### config.mk
export PLATFORM = sky130hd
export DESIGN_NAME = sicx_seq
export DESIGN_NICKNAME = d
export VERILOG_FILES = /design/src/hw/rtl/sicx_pkg.sv /design/src/hw/rtl/sicx_seq.sv
export SDC_FILE = /design/constraint.sdc
export NUM_CORES = 1
export LEC_CHECK = 0
export BUFFER_PORTS_ARGS = -buffer_cell sky130_fd_sc_hd__buf_2
export CELL_PAD_IN_SITES_DETAIL_PLACEMENT = 1
export CELL_PAD_IN_SITES_GLOBAL_PLACEMENT = 1
export CORE_MARGIN = 4
export CORE_UTILIZATION = 36
export CTS_BUF_LIST = sky130_fd_sc_hd__clkbuf_4 sky130_fd_sc_hd__clkbuf_8
export CTS_CLUSTER_DIAMETER = 100
export DETAILED_ROUTE_END_ITERATION = 6
export PLACE_DENSITY = 0.79
export SYNTH_ARGS = -nofsm -noshare
export SYNTH_HDL_FRONTEND = slang
export SYNTH_SLANG_ARGS = --single-unit
### constraint.sdc
create_clock -name clk -period 3.4 [get_ports clk]
set_input_delay 0.34 -clock clk [delete_from_list [all_inputs] [get_ports clk]]
set_output_delay 0.34 -clock clk [all_outputs]
set_load 0.01 [all_outputs]
### src/hw/rtl/sicx_pkg.sv
// Shared types, opcodes, control word layout and microcode table of the SIC subset core.
package sicx_pkg;

	localparam int ADDR_W   = 16;
	localparam int WORD_W   = 24;
	localparam int BYTE_W   = 8;
	localparam int UPC_W    = 5;
	localparam int PADDR_W  = 3;
	localparam int PDATA_W  = 32;

	typedef logic [UPC_W-1:0] upc_t;

	// Request kinds carried on tuser.
	typedef enum logic [1:0] {
		K_WRITE   = 2'd0,
		K_READ    = 2'd1,
		K_RESTART = 2'd2,
		K_STEP    = 2'd3
	} kind_t;

	// Configuration register select (paddr bit 2).
	localparam logic REG_START = 1'b0;
	localparam logic REG_LEN   = 1'b1;

	// Instruction opcodes.
	localparam logic [BYTE_W-1:0] OP_LDA  = 8'h00;
	localparam logic [BYTE_W-1:0] OP_LDX  = 8'h04;
	localparam logic [BYTE_W-1:0] OP_STA  = 8'h0C;
	localparam logic [BYTE_W-1:0] OP_STX  = 8'h10;
	localparam logic [BYTE_W-1:0] OP_ADD  = 8'h18;
	localparam logic [BYTE_W-1:0] OP_SUB  = 8'h1C;
	localparam logic [BYTE_W-1:0] OP_COMP = 8'h28;
	localparam logic [BYTE_W-1:0] OP_JEQ  = 8'h30;
	localparam logic [BYTE_W-1:0] OP_JGT  = 8'h34;
	localparam logic [BYTE_W-1:0] OP_JLT  = 8'h38;

	// Condition codes.
	localparam logic [1:0] CC_EQ = 2'd0;
	localparam logic [1:0] CC_GT = 2'd1;
	localparam logic [1:0] CC_LT = 2'd2;

	localparam logic [BYTE_W-1:0] FILL_BYTE = 8'hFF;

	typedef enum logic [1:0] {
		OPC_LOAD  = 2'd0,
		OPC_STORE = 2'd1,
		OPC_OTHER = 2'd2
	} opc_t;

	typedef enum logic [3:0] {
		JMP_SEQ      = 4'd0,
		JMP_GOTO     = 4'd1,
		JMP_WAIT_MOD = 4'd2,
		JMP_WAIT_IN  = 4'd3,
		JMP_WAIT_OUT = 4'd4,
		JMP_CLR      = 4'd5,
		JMP_HALT     = 4'd6,
		JMP_KIND     = 4'd7,
		JMP_OP       = 4'd8
	} jump_t;

	typedef enum logic [1:0] {
		MS_ADDR = 2'd0,
		MS_PC   = 2'd1,
		MS_TGT  = 2'd2
	} msrc_t;

	typedef enum logic [2:0] {
		WD_IN   = 3'd0,
		WD_FILL = 3'd1,
		WD_B0   = 3'd2,
		WD_B1   = 3'd3,
		WD_B2   = 3'd4
	} wdsel_t;

	typedef enum logic [2:0] {
		CAP_NONE   = 3'd0,
		CAP_OP     = 3'd1,
		CAP_TGT_LO = 3'd2,
		CAP_TGT_HI = 3'd3,
		CAP_W0     = 3'd4,
		CAP_W1     = 3'd5,
		CAP_RD     = 3'd6
	} cap_t;

	typedef enum logic [1:0] {
		PC_HOLD  = 2'd0,
		PC_START = 2'd1,
		PC_NEXT  = 2'd2
	} pcsel_t;

	typedef struct packed {
		jump_t  jmp;
		upc_t   tgt;
		logic   mod_start;
		msrc_t  msrc;
		logic   ma_ld;
		logic   ma_inc;
		logic   mem_rd;
		logic   mem_wr;
		wdsel_t wd;
		cap_t   cap;
		logic   alu;
		logic   regs_clr;
		logic   rd_clr;
		pcsel_t pcsel;
		logic   emit;
		logic   in_ld;
	} ctl_t;

	typedef struct packed {
		logic  mod_busy;
		logic  halted;
		logic  ma_last;
		logic  out_busy;
		kind_t kind;
		opc_t  opc;
	} sts_t;

	// Input payload: address in the low bits, then the data byte.
	typedef struct packed {
		logic [BYTE_W-1:0] data;
		logic [ADDR_W-1:0] address;
	} in_t;

	// Result payload, last declared field (pc_now) in the low bits, padded to whole bytes.
	typedef struct packed {
		logic [4:0]        pad;
		logic [BYTE_W-1:0] read_data;
		logic              halted;
		logic [1:0]        compare_result;
		logic [WORD_W-1:0] index_value;
		logic [WORD_W-1:0] acc_value;
		logic [ADDR_W-1:0] pc_now;
	} out_t;

	localparam int IN_W  = $bits(in_t);
	localparam int OUT_W = $bits(out_t);

	// Microcode addresses.
	localparam upc_t U_CLR  = 5'd0;
	localparam upc_t U_IDLE = 5'd1;
	localparam upc_t U_DISP = 5'd2;
	localparam upc_t U_WR1  = 5'd3;
	localparam upc_t U_WR2  = 5'd4;
	localparam upc_t U_RD1  = 5'd5;
	localparam upc_t U_RD2  = 5'd6;
	localparam upc_t U_RD3  = 5'd7;
	localparam upc_t U_RST  = 5'd8;
	localparam upc_t U_EXE  = 5'd9;
	localparam upc_t U_F1   = 5'd10;
	localparam upc_t U_F2   = 5'd11;
	localparam upc_t U_F3   = 5'd12;
	localparam upc_t U_F4   = 5'd13;
	localparam upc_t U_F5   = 5'd14;
	localparam upc_t U_L0   = 5'd15;
	localparam upc_t U_L1   = 5'd16;
	localparam upc_t U_L2   = 5'd17;
	localparam upc_t U_L3   = 5'd18;
	localparam upc_t U_L4   = 5'd19;
	localparam upc_t U_L5   = 5'd20;
	localparam upc_t U_S0   = 5'd21;
	localparam upc_t U_S1   = 5'd22;
	localparam upc_t U_S2   = 5'd23;
	localparam upc_t U_S3   = 5'd24;
	localparam upc_t U_S4   = 5'd25;
	localparam upc_t U_JMP  = 5'd26;
	localparam upc_t U_EMIT = 5'd27;

	function automatic opc_t op_class(input logic [BYTE_W-1:0] op);
		opc_t c;
		unique case (op) inside
			OP_LDA, OP_LDX, OP_ADD, OP_SUB, OP_COMP: c = OPC_LOAD;
			OP_STA, OP_STX:                          c = OPC_STORE;
			default:                                 c = OPC_OTHER;
		endcase
		return c;
	endfunction

	// The control store. Memory reads are registered, so a byte fetched in one
	// step is captured in the next while the following read is issued.
	function automatic ctl_t ucode(input upc_t a);
		ctl_t c;
		c = '0;
		unique case (a)
			U_CLR: begin
				c.mem_wr = 1'b1; c.wd = WD_FILL; c.ma_inc = 1'b1; c.jmp = JMP_CLR;
			end
			U_IDLE: begin
				c.in_ld = 1'b1; c.jmp = JMP_WAIT_IN;
			end
			U_DISP: begin
				c.mod_start = 1'b1; c.msrc = MS_ADDR; c.rd_clr = 1'b1; c.jmp = JMP_KIND;
			end
			U_WR1: begin
				c.ma_ld = 1'b1; c.jmp = JMP_WAIT_MOD;
			end
			U_WR2: begin
				c.mem_wr = 1'b1; c.wd = WD_IN; c.jmp = JMP_GOTO; c.tgt = U_EMIT;
			end
			U_RD1: begin
				c.ma_ld = 1'b1; c.jmp = JMP_WAIT_MOD;
			end
			U_RD2: begin
				c.mem_rd = 1'b1;
			end
			U_RD3: begin
				c.cap = CAP_RD; c.jmp = JMP_GOTO; c.tgt = U_EMIT;
			end
			U_RST: begin
				c.regs_clr = 1'b1; c.pcsel = PC_START; c.jmp = JMP_GOTO; c.tgt = U_EMIT;
			end
			U_EXE: begin
				c.mod_start = 1'b1; c.msrc = MS_PC; c.jmp = JMP_HALT; c.tgt = U_EMIT;
			end
			U_F1: begin
				c.ma_ld = 1'b1; c.jmp = JMP_WAIT_MOD;
			end
			U_F2: begin
				c.mem_rd = 1'b1; c.ma_inc = 1'b1;
			end
			U_F3: begin
				c.cap = CAP_OP; c.mem_rd = 1'b1; c.ma_inc = 1'b1;
			end
			U_F4: begin
				c.cap = CAP_TGT_LO; c.mem_rd = 1'b1;
			end
			U_F5: begin
				c.cap = CAP_TGT_HI; c.jmp = JMP_OP;
			end
			U_L0: begin
				c.mod_start = 1'b1; c.msrc = MS_TGT;
			end
			U_L1: begin
				c.ma_ld = 1'b1; c.jmp = JMP_WAIT_MOD;
			end
			U_L2: begin
				c.mem_rd = 1'b1; c.ma_inc = 1'b1;
			end
			U_L3: begin
				c.cap = CAP_W0; c.mem_rd = 1'b1; c.ma_inc = 1'b1;
			end
			U_L4: begin
				c.cap = CAP_W1; c.mem_rd = 1'b1;
			end
			U_L5: begin
				c.alu = 1'b1; c.pcsel = PC_NEXT; c.jmp = JMP_GOTO; c.tgt = U_EMIT;
			end
			U_S0: begin
				c.mod_start = 1'b1; c.msrc = MS_TGT;
			end
			U_S1: begin
				c.ma_ld = 1'b1; c.jmp = JMP_WAIT_MOD;
			end
			U_S2: begin
				c.mem_wr = 1'b1; c.wd = WD_B0; c.ma_inc = 1'b1;
			end
			U_S3: begin
				c.mem_wr = 1'b1; c.wd = WD_B1; c.ma_inc = 1'b1;
			end
			U_S4: begin
				c.mem_wr = 1'b1; c.wd = WD_B2; c.pcsel = PC_NEXT;
				c.jmp = JMP_GOTO; c.tgt = U_EMIT;
			end
			U_JMP: begin
				c.pcsel = PC_NEXT; c.jmp = JMP_GOTO; c.tgt = U_EMIT;
			end
			U_EMIT: begin
				c.emit = 1'b1; c.jmp = JMP_WAIT_OUT; c.tgt = U_IDLE;
			end
			default: begin
				c.jmp = JMP_GOTO; c.tgt = U_IDLE;
			end
		endcase
		return c;
	endfunction

endpackage

### src/hw/rtl/sicx_seq.sv
// Microcode sequencer: step counter, control store lookup and next-step selection.
module sicx_seq import sicx_pkg::*; (
	input  logic clk,
	input  logic arst_n,
	input  sts_t st,
	input  logic s_tvalid,
	output logic s_tready,
	output ctl_t ctl
);

	upc_t upc_q;
	upc_t upc_nxt;
	upc_t upc_inc;

	assign ctl     = ucode(upc_q);
	assign upc_inc = upc_q + upc_t'(1);
	assign s_tready = upc_q == U_IDLE;

	always_comb begin
		unique case (ctl.jmp)
			JMP_SEQ:      upc_nxt = upc_inc;
			JMP_GOTO:     upc_nxt = ctl.tgt;
			JMP_WAIT_MOD: upc_nxt = st.mod_busy ? upc_q : upc_inc;
			JMP_WAIT_IN:  upc_nxt = s_tvalid ? upc_inc : upc_q;
			JMP_WAIT_OUT: upc_nxt = st.out_busy ? upc_q : ctl.tgt;
			JMP_CLR:      upc_nxt = st.ma_last ? upc_inc : upc_q;
			JMP_HALT:     upc_nxt = st.halted ? ctl.tgt : upc_inc;
			JMP_KIND: begin
				unique case (st.kind)
					K_WRITE:   upc_nxt = U_WR1;
					K_READ:    upc_nxt = U_RD1;
					K_RESTART: upc_nxt = U_RST;
					K_STEP:    upc_nxt = U_EXE;
					default:   upc_nxt = U_IDLE;
				endcase
			end
			JMP_OP: begin
				unique case (st.opc)
					OPC_LOAD:  upc_nxt = U_L0;
					OPC_STORE: upc_nxt = U_S0;
					OPC_OTHER: upc_nxt = U_JMP;
					default:   upc_nxt = U_JMP;
				endcase
			end
			default:      upc_nxt = U_IDLE;
		endcase
	end

	// After reset the program starts with the memory clearing loop.
	always_ff @(posedge clk or negedge arst_n) begin
		if (!arst_n) begin
			upc_q <= U_CLR;
		end else begin
			upc_q <= upc_nxt;
		end
	end

endmodule

==> out/results.txt, run 1 <==
CTS Buf Count -> 3
Primary FF master, synth -> dfrtp_1
Final WS setup -> 0.283 ns
Final Max Slew Viols -> 0
CP peak stage delay -> 0.44 ns
Mean Syn Cell Area -> 7.20 µm²
Average wire per standard cell -> 17.1 µm
Final setup viols -> 0
Status -> complete, no violations
DP Area -> 1370 µm²
CP Launch Type -> flip-flop
Top Registers -> upc_q x5
Vias in the first global route -> 1389
Required @ worst endpoint -> 3.06 ns
Worst setup startpoint -> upc_q[0]
NumNets Final -> 214
Top cell type by total area after synthesis -> dfrtp_1
Initial drt markers -> 152
Worst Tran Pin Value -> 0.809 ns
Mux cell area share after synthesis -> 5.52%
Synth Area in Compound Gates -> 32.9%
Worst Hold Class -> in -> async
Clock tree root driver cell -> clkbuf_4
Cells after Synth -> 167
DIE AREA -> 4330 µm²
Layout cells sized above 1 -> 31.0%
Final cell count without fillers -> 241
Site row count -> 20
Post-synthesis sequential area ratio -> 10.4%
Yosys top cell area share -> 10.4%
Endpoint class of the critical path -> primary output
Post-synthesis simple-gate area fraction -> 31.7%
CTS tree -> yes
Hold_ws -> 0.441 ns
Cell count after placement -> 236
Unrepaired setup endpoints after global routing -> false
Synth Area in Adders -> 5.20%
Critical path data arrival time -> 2.78 ns
Post-Route WL -> 4120 µm
Grt total ovfl -> 0
Crit path buf inv count -> 2
Top cells by area, synth -> dfrtp_1 (10%), o21ai_0 (7.1%), ha_1 (5.2%)
P per Cell Area -> 1350 nW/µm²
Final period util -> 91.7%
Antenna violations before repair -> 0
Most common cell on crit path -> o21ai_0
H-tree levels -> 1
Post-Layout Inst Area -> 1410 µm²
Area of the multi-input gates -> 927 µm²
CP max stage cell -> dfrtp_1
Boundary pin count -> 41
Largest family of logic cells by synthesized area -> compound AO/OA/AOI/OAI gates
Starting Density -> 38.4%
Leak -> 0.697 nW
Max VDD drop -> 0.496 mV
YS warnings -> 0
First-pass GRT wire length -> 6780 µm
Ys async rst share -> 100%
Fin crit period -> 3.12 ns
Library cells used by synthesis -> 54
Die X -> 65.8 µm
Post-Synth XOR/XNOR Area -> 1.46%
Most flops, register -> upc_q
Synthesized area -> 1200 µm²
Largest net degree at the start of global routing -> 24
Vias -> 1353
Highest clock rate -> 321 MHz
Commonest non-fill, non-tap cell in the layout -> buf_2
Reg2Reg Launch Point -> upc_q[0]
R2R Setup Slk -> 0.51 ns
Clock Latency Late Sink -> 0.25 ns
Register area -> 125 µm²
Seq cells post-synth -> 5
Die Ht -> 65.8 µm
Final HPWL DP -> 3230 µm
CTS Sinks -> 5
# diodes -> 0
Setup TNS -> 0 ns
Clk buf depth -> 2
Critical setup path kind -> reg -> out
Pre-CTS setup slack -> 0.531 ns
Most frequent cells in the layout -> buf_2 (39), o21ai_0 (17), a21oi_1 (12)
Family with the most delay on the worst path -> compound AO/OA/AOI/OAI gates
Clock slew seen by the registers of the worst setup and hold paths -> 0.05 ns
Max-Cap Viols -> 0
RD Place Congestion -> 0.855
Largest register FFs -> 5
Core area -> 3130 µm²
Crit-path cells -> inv_1 -> ha_1 -> nor2_2 -> o21ai_0 -> o21ai_0 -> o21ai_0 -> or2_2 -> buf_2
Port buffer count -> 39
Gr usage total -> 20.0%
Post-CTS Setup Bufs -> 0
Drt drc -> 0
Max FO, Critical Path -> 13
FILL cells -> 426
Slew headroom -> 45.5%
# resized after CTS -> 0
Synth-to-Final Area Change -> 17.0%
Synth Net Count -> 183
Antenna Nets Post-Route -> 0
Number of synthesized flops with an enable pin -> 0
Final Hold Fails -> 0
Drt first pass iters -> 4
Layout Skew -> 0.00471 ns
Vias/cell -> 5.61
## path summary, 6_finish.rpt
path / to / cells past startpoint
max: ctl[20] / 8
min: upc_q[4] / 2
max reg2reg: upc_q[2] / 9
min reg2reg: upc_q[1] / 1
max in group asynchronous: upc_q[1] / 2
min in group clk: upc_q[2] / 4
## metal layers
layer / routed length, µm / track usage, % / vias to the layer above
met3: 167 / 2.55 / 6
met4: 53 / 4.40 / 0
met5: 0 / 0 / -
met2: 1950 / 34.5 / 42
met1: 1950 / 26.1 / 645
li1: - / - / 660
## power by group
group / leakage, nW / internal [mW] / switching (mW)
clock network: 0.0184 / 0.0524 / 0.0259
registers: 0.0609 / 0.0943 / 0.106
logic: 0.617 / 0.691 / 0.927
total: 0.697 / 0.837 / 1.06
## kinds of logic after synthesis
| family | after synthesis |
|---|---|
| other | 1 |
| xor gates and xnor gates | 2 |
| AOI/OAI and AO/OA | 56 |
| buffers and inverters | 28 |
| adders and majority gates | 5 |
| and+or+nand+nor | 64 |
| muxes | 6 |
| DFF | 5 |
## synth_stat cells (2+ instances only)
library cell   n
a211oi_1       3
a21o_1         3
a21oi_1       12
and2b_1        2
and3_1         4
buf_2          3
buf_4          5
buf_6          3
clkbuf_1       6
dfrtp_1        5
ha_1           5
inv_1         11
mux2_2         2
mux2i_1        3
nand2_1        9
nand2b_1       7
nand3_1        3
nand3b_1       4
nand4_1        2
nor2_1        10
nor2_2         2
nor2b_1        2
nor3_1         4
nor3b_1        4
o211ai_1       2
o21a_1         3
o21ai_0       17
o32ai_1        2
or2_2          3
or2b_1         2
## timing repair
action                                  CTS  global route
endpoints found under the setup margin    0             0
endpoints found under the hold margin     5             0
hold buffers                              1             0
## through the flow
step / total power, mW / utilization [%]
after global placement: 1.75 / 43.7
after floorplan: 1.39 / -
after global routing: 2.07 / 45.0
after CTS: 1.89 / 45.0
final: 1.90 / 45.0
after detailed placement: 1.80 / 43.7
## final cells by class
| type | count | area share [%] |
|---|---|---|
| Multi-Input combinational cell | 134 | 65.9 |
| Timing Repair Buffer | 43 | 16.2 |
| Sequential cell | 5 | 8.90 |
| Tap cell | 44 | 3.91 |
| Inverter | 11 | 2.94 |
| Clock buffer | 4 | 2.14 |
Note: power is estimated with default switching activity, not from simulation.
==> run 2, diff against run 1 <==
--- a/config.mk
+++ b/config.mk
@@ -5,15 +5,16 @@
 export SDC_FILE = /design/constraint.sdc
 export NUM_CORES = 1
 export LEC_CHECK = 0
+export ABC_AREA = 1
 export BUFFER_PORTS_ARGS = -buffer_cell sky130_fd_sc_hd__buf_2
 export CELL_PAD_IN_SITES_DETAIL_PLACEMENT = 1
 export CELL_PAD_IN_SITES_GLOBAL_PLACEMENT = 1
 export CORE_MARGIN = 4
-export CORE_UTILIZATION = 36
+export CORE_UTILIZATION = 34
 export CTS_BUF_LIST = sky130_fd_sc_hd__clkbuf_4 sky130_fd_sc_hd__clkbuf_8
 export CTS_CLUSTER_DIAMETER = 100
 export DETAILED_ROUTE_END_ITERATION = 6
-export PLACE_DENSITY = 0.79
+export PLACE_DENSITY = 0.8
 export SYNTH_ARGS = -nofsm -noshare
 export SYNTH_HDL_FRONTEND = slang
 export SYNTH_SLANG_ARGS = --single-unit
==> run 2 against run 1 <==
Combinational power decreased by 17%. Largest power group unchanged. Wire length decreased by 7.1%. Power decreased by 17%. Clock power decreased by 1%. Utilization decreased by 2.6 points. Clock skew decreased by 0.0034 ns. Sequential power decreased by 27%. Register-to-register slack improved by 0.48 ns. Cell count increased by 24%. Critical path depth increased by 3. Global-route usage decreased by 1.8 points. Critical path type unchanged. Synthesized cell count increased by 31%.
==> out/results.txt, run 2 <==
P per Cell Area -> 1100 nW/µm²
Most instantiated cells after synthesis -> nand2_1 (70), inv_1 (28), nor2_1 (25), nand3_1 (22)
Final core utilization -> 42.3%
Drt first pass iters -> 4
CP Launch Type -> flip-flop
Clk buf depth -> 2
Die X -> 67.2 µm
Cell count after placement -> 295
Clock tree root driver cell -> clkbuf_4
Reg2Reg Launch Point -> upc_q[1]
First-pass GRT wire length -> 6530 µm
WP depth -> 11
Antenna Nets Post-Route -> 0
Antenna violations before repair -> 0
CTS Buf Count -> 3
Family with the most delay on the worst path -> simple AND/OR/NAND/NOR gates
Critical setup path kind -> reg -> out
Most common cell on crit path -> nand2_1
DIE AREA -> 4510 µm²
Synth Net Count -> 235
Post-Route WL -> 3830 µm
Final setup viols -> 0
Max VDD drop -> 0.406 mV
Primary FF master, synth -> dfrtp_1
Endpoint class of the critical path -> primary output
Power, Total -> 1.57 mW
Post-CTS Setup Bufs -> 0
CP peak stage delay -> 0.43 ns
Worst setup startpoint -> upc_q[1]
Final WS setup -> 0.837 ns
Commonest non-fill, non-tap cell in the layout -> nand2_1
Clock Latency Late Sink -> 0.24 ns
Mean Syn Cell Area -> 5.43 µm²
Max FO, Critical Path -> 7
Starting Density -> 35.4%
Die Ht -> 67.2 µm
Final period util -> 75.4%
Area of the multi-input gates -> 868 µm²
Port buffer count -> 39
Fin crit period -> 2.56 ns
Site row count -> 21
Number of synthesized flops with an enable pin -> 0
Hold_ws -> 0.447 ns
Register area -> 125 µm²
CP max stage cell -> dfrtp_1
Count leader, synth -> nand2_1
Gr usage total -> 18.1%
FILL cells -> 518
NumNets Final -> 271
Clock slew seen by the registers of the worst setup and hold paths -> 0.05 ns
Layout Skew -> 0.00127 ns
Largest register FFs -> 5
Largest net degree at the start of global routing -> 15
YS warnings -> 0
Most frequent cells in the layout -> nand2_1 (70), buf_2 (39), inv_1 (28)
Layout cells sized above 1 -> 27.2%
Max-Cap Viols -> 0
Required @ worst endpoint -> 3.06 ns
Vias -> 1491
Crit-path cells -> inv_1 -> ha_1 -> nand2_1 -> inv_1 -> nand2_1 -> nand2_1 -> nor3_1 -> nand3_1 -> inv_1 -> nand2_1 -> buf_2
Synthesized area -> 1190 µm²
CP endpoint -> ctl[20]
Final Hold Fails -> 0
R2R Path End -> upc_q[4]
Crit path buf inv count -> 4
R2R Setup Slk -> 0.99 ns
RD Place Congestion -> 0.916
H-tree levels -> 1
Pre-CTS setup slack -> 0.998 ns
Final cell count without fillers -> 300
Synth-to-Final Area Change -> 19.7%
Critical path data arrival time -> 2.22 ns
Final Max Slew Viols -> 0
Post-Layout Inst Area -> 1420 µm²
Vias/cell -> 4.97
Library cells used by synthesis -> 33
Grt total ovfl -> 0
DP Area -> 1380 µm²
R2R cell count -> 15
Boundary pin count -> 41
Cells after Synth -> 219
Vias in the first global route -> 1423
Setup TNS -> 0 ns
CTS tree -> yes
Most flops, register -> upc_q
Seq cells post-synth -> 5
Ys async rst share -> 100%
Worst Hold Class -> in -> async
CTS Sinks -> 5
Highest clock rate -> 390 MHz
Status -> complete, no violations
Initial drt markers -> 93
Top Registers -> upc_q x5
Top cells by area, synth -> nand2_1 (22%), dfrtp_1 (11%), nand3_1 (9.3%)
Core area -> 3360 µm²
Unrepaired setup endpoints after global routing -> false
Top cell type by total area after synthesis -> nand2_1
# diodes -> 0
Average wire per standard cell -> 12.8 µm
Drt drc -> 0
Final HPWL DP -> 3220 µm
Yosys top cell area share -> 22.1%
Leak -> 0.944 nW
Post-synthesis sequential area ratio -> 10.5%
run 2: where the power goes:
part | internal [mW] | total (mW) | switching [mW]
logic | 0.455 | 1.35 | 0.895
clock network | 0.0524 | 0.0774 | 0.0250
registers | 0.0904 | 0.146 | 0.0555
run 2: worst min-delay path by stage:
stage                start  endpoint  cells past startpoint
finish              arst_n  upc_q[1]                      2
global route        arst_n  upc_q[1]                      2
CTS                 arst_n  upc_q[0]                      2
detailed placement  arst_n  upc_q[2]                      1
global placement    arst_n  upc_q[3]                      1
floorplan           arst_n  upc_q[0]                      0
run 2: cell families after synthesis:
| kind of cell | after synthesis | synth area share (%) |
|---|---|---|
| other | 1 | 0.315 |
| DFF | 5 | 10.5 |
| AOI/OAI and AO/OA | 15 | 7.78 |
| adders and majority gates | 5 | 5.26 |
| xor gates and xnor gates | 2 | 1.47 |
| buffers and inverters | 45 | 16.5 |
| and+or+nand+nor | 146 | 58.2 |
run 2: cell type report:
type                       instances  share of cell area [%]
clock buffer                       4                    2.11
inverter                          36                    9.67
multi-input combinational        169                    61.0
sequential                         5                    8.79
tap                               46                    4.04
timing repair buffer              40                    14.4
run 2: what timing repair did:
| item | CTS | global route |
|---|---|---|
| hold buffers | 1 | 0 |
| hold endpoints to repair | 5 | 0 |
| gates resized for setup | 0 | 0 |
run 2: layer usage:
metal | global-route usage [%] | share of wire [%]
met5 | 0 | 0
met4 | 4.05 | 0.94
met3 | 0.499 | 4.4
met2 | 31.4 | 47
met1 | 24.9 | 47
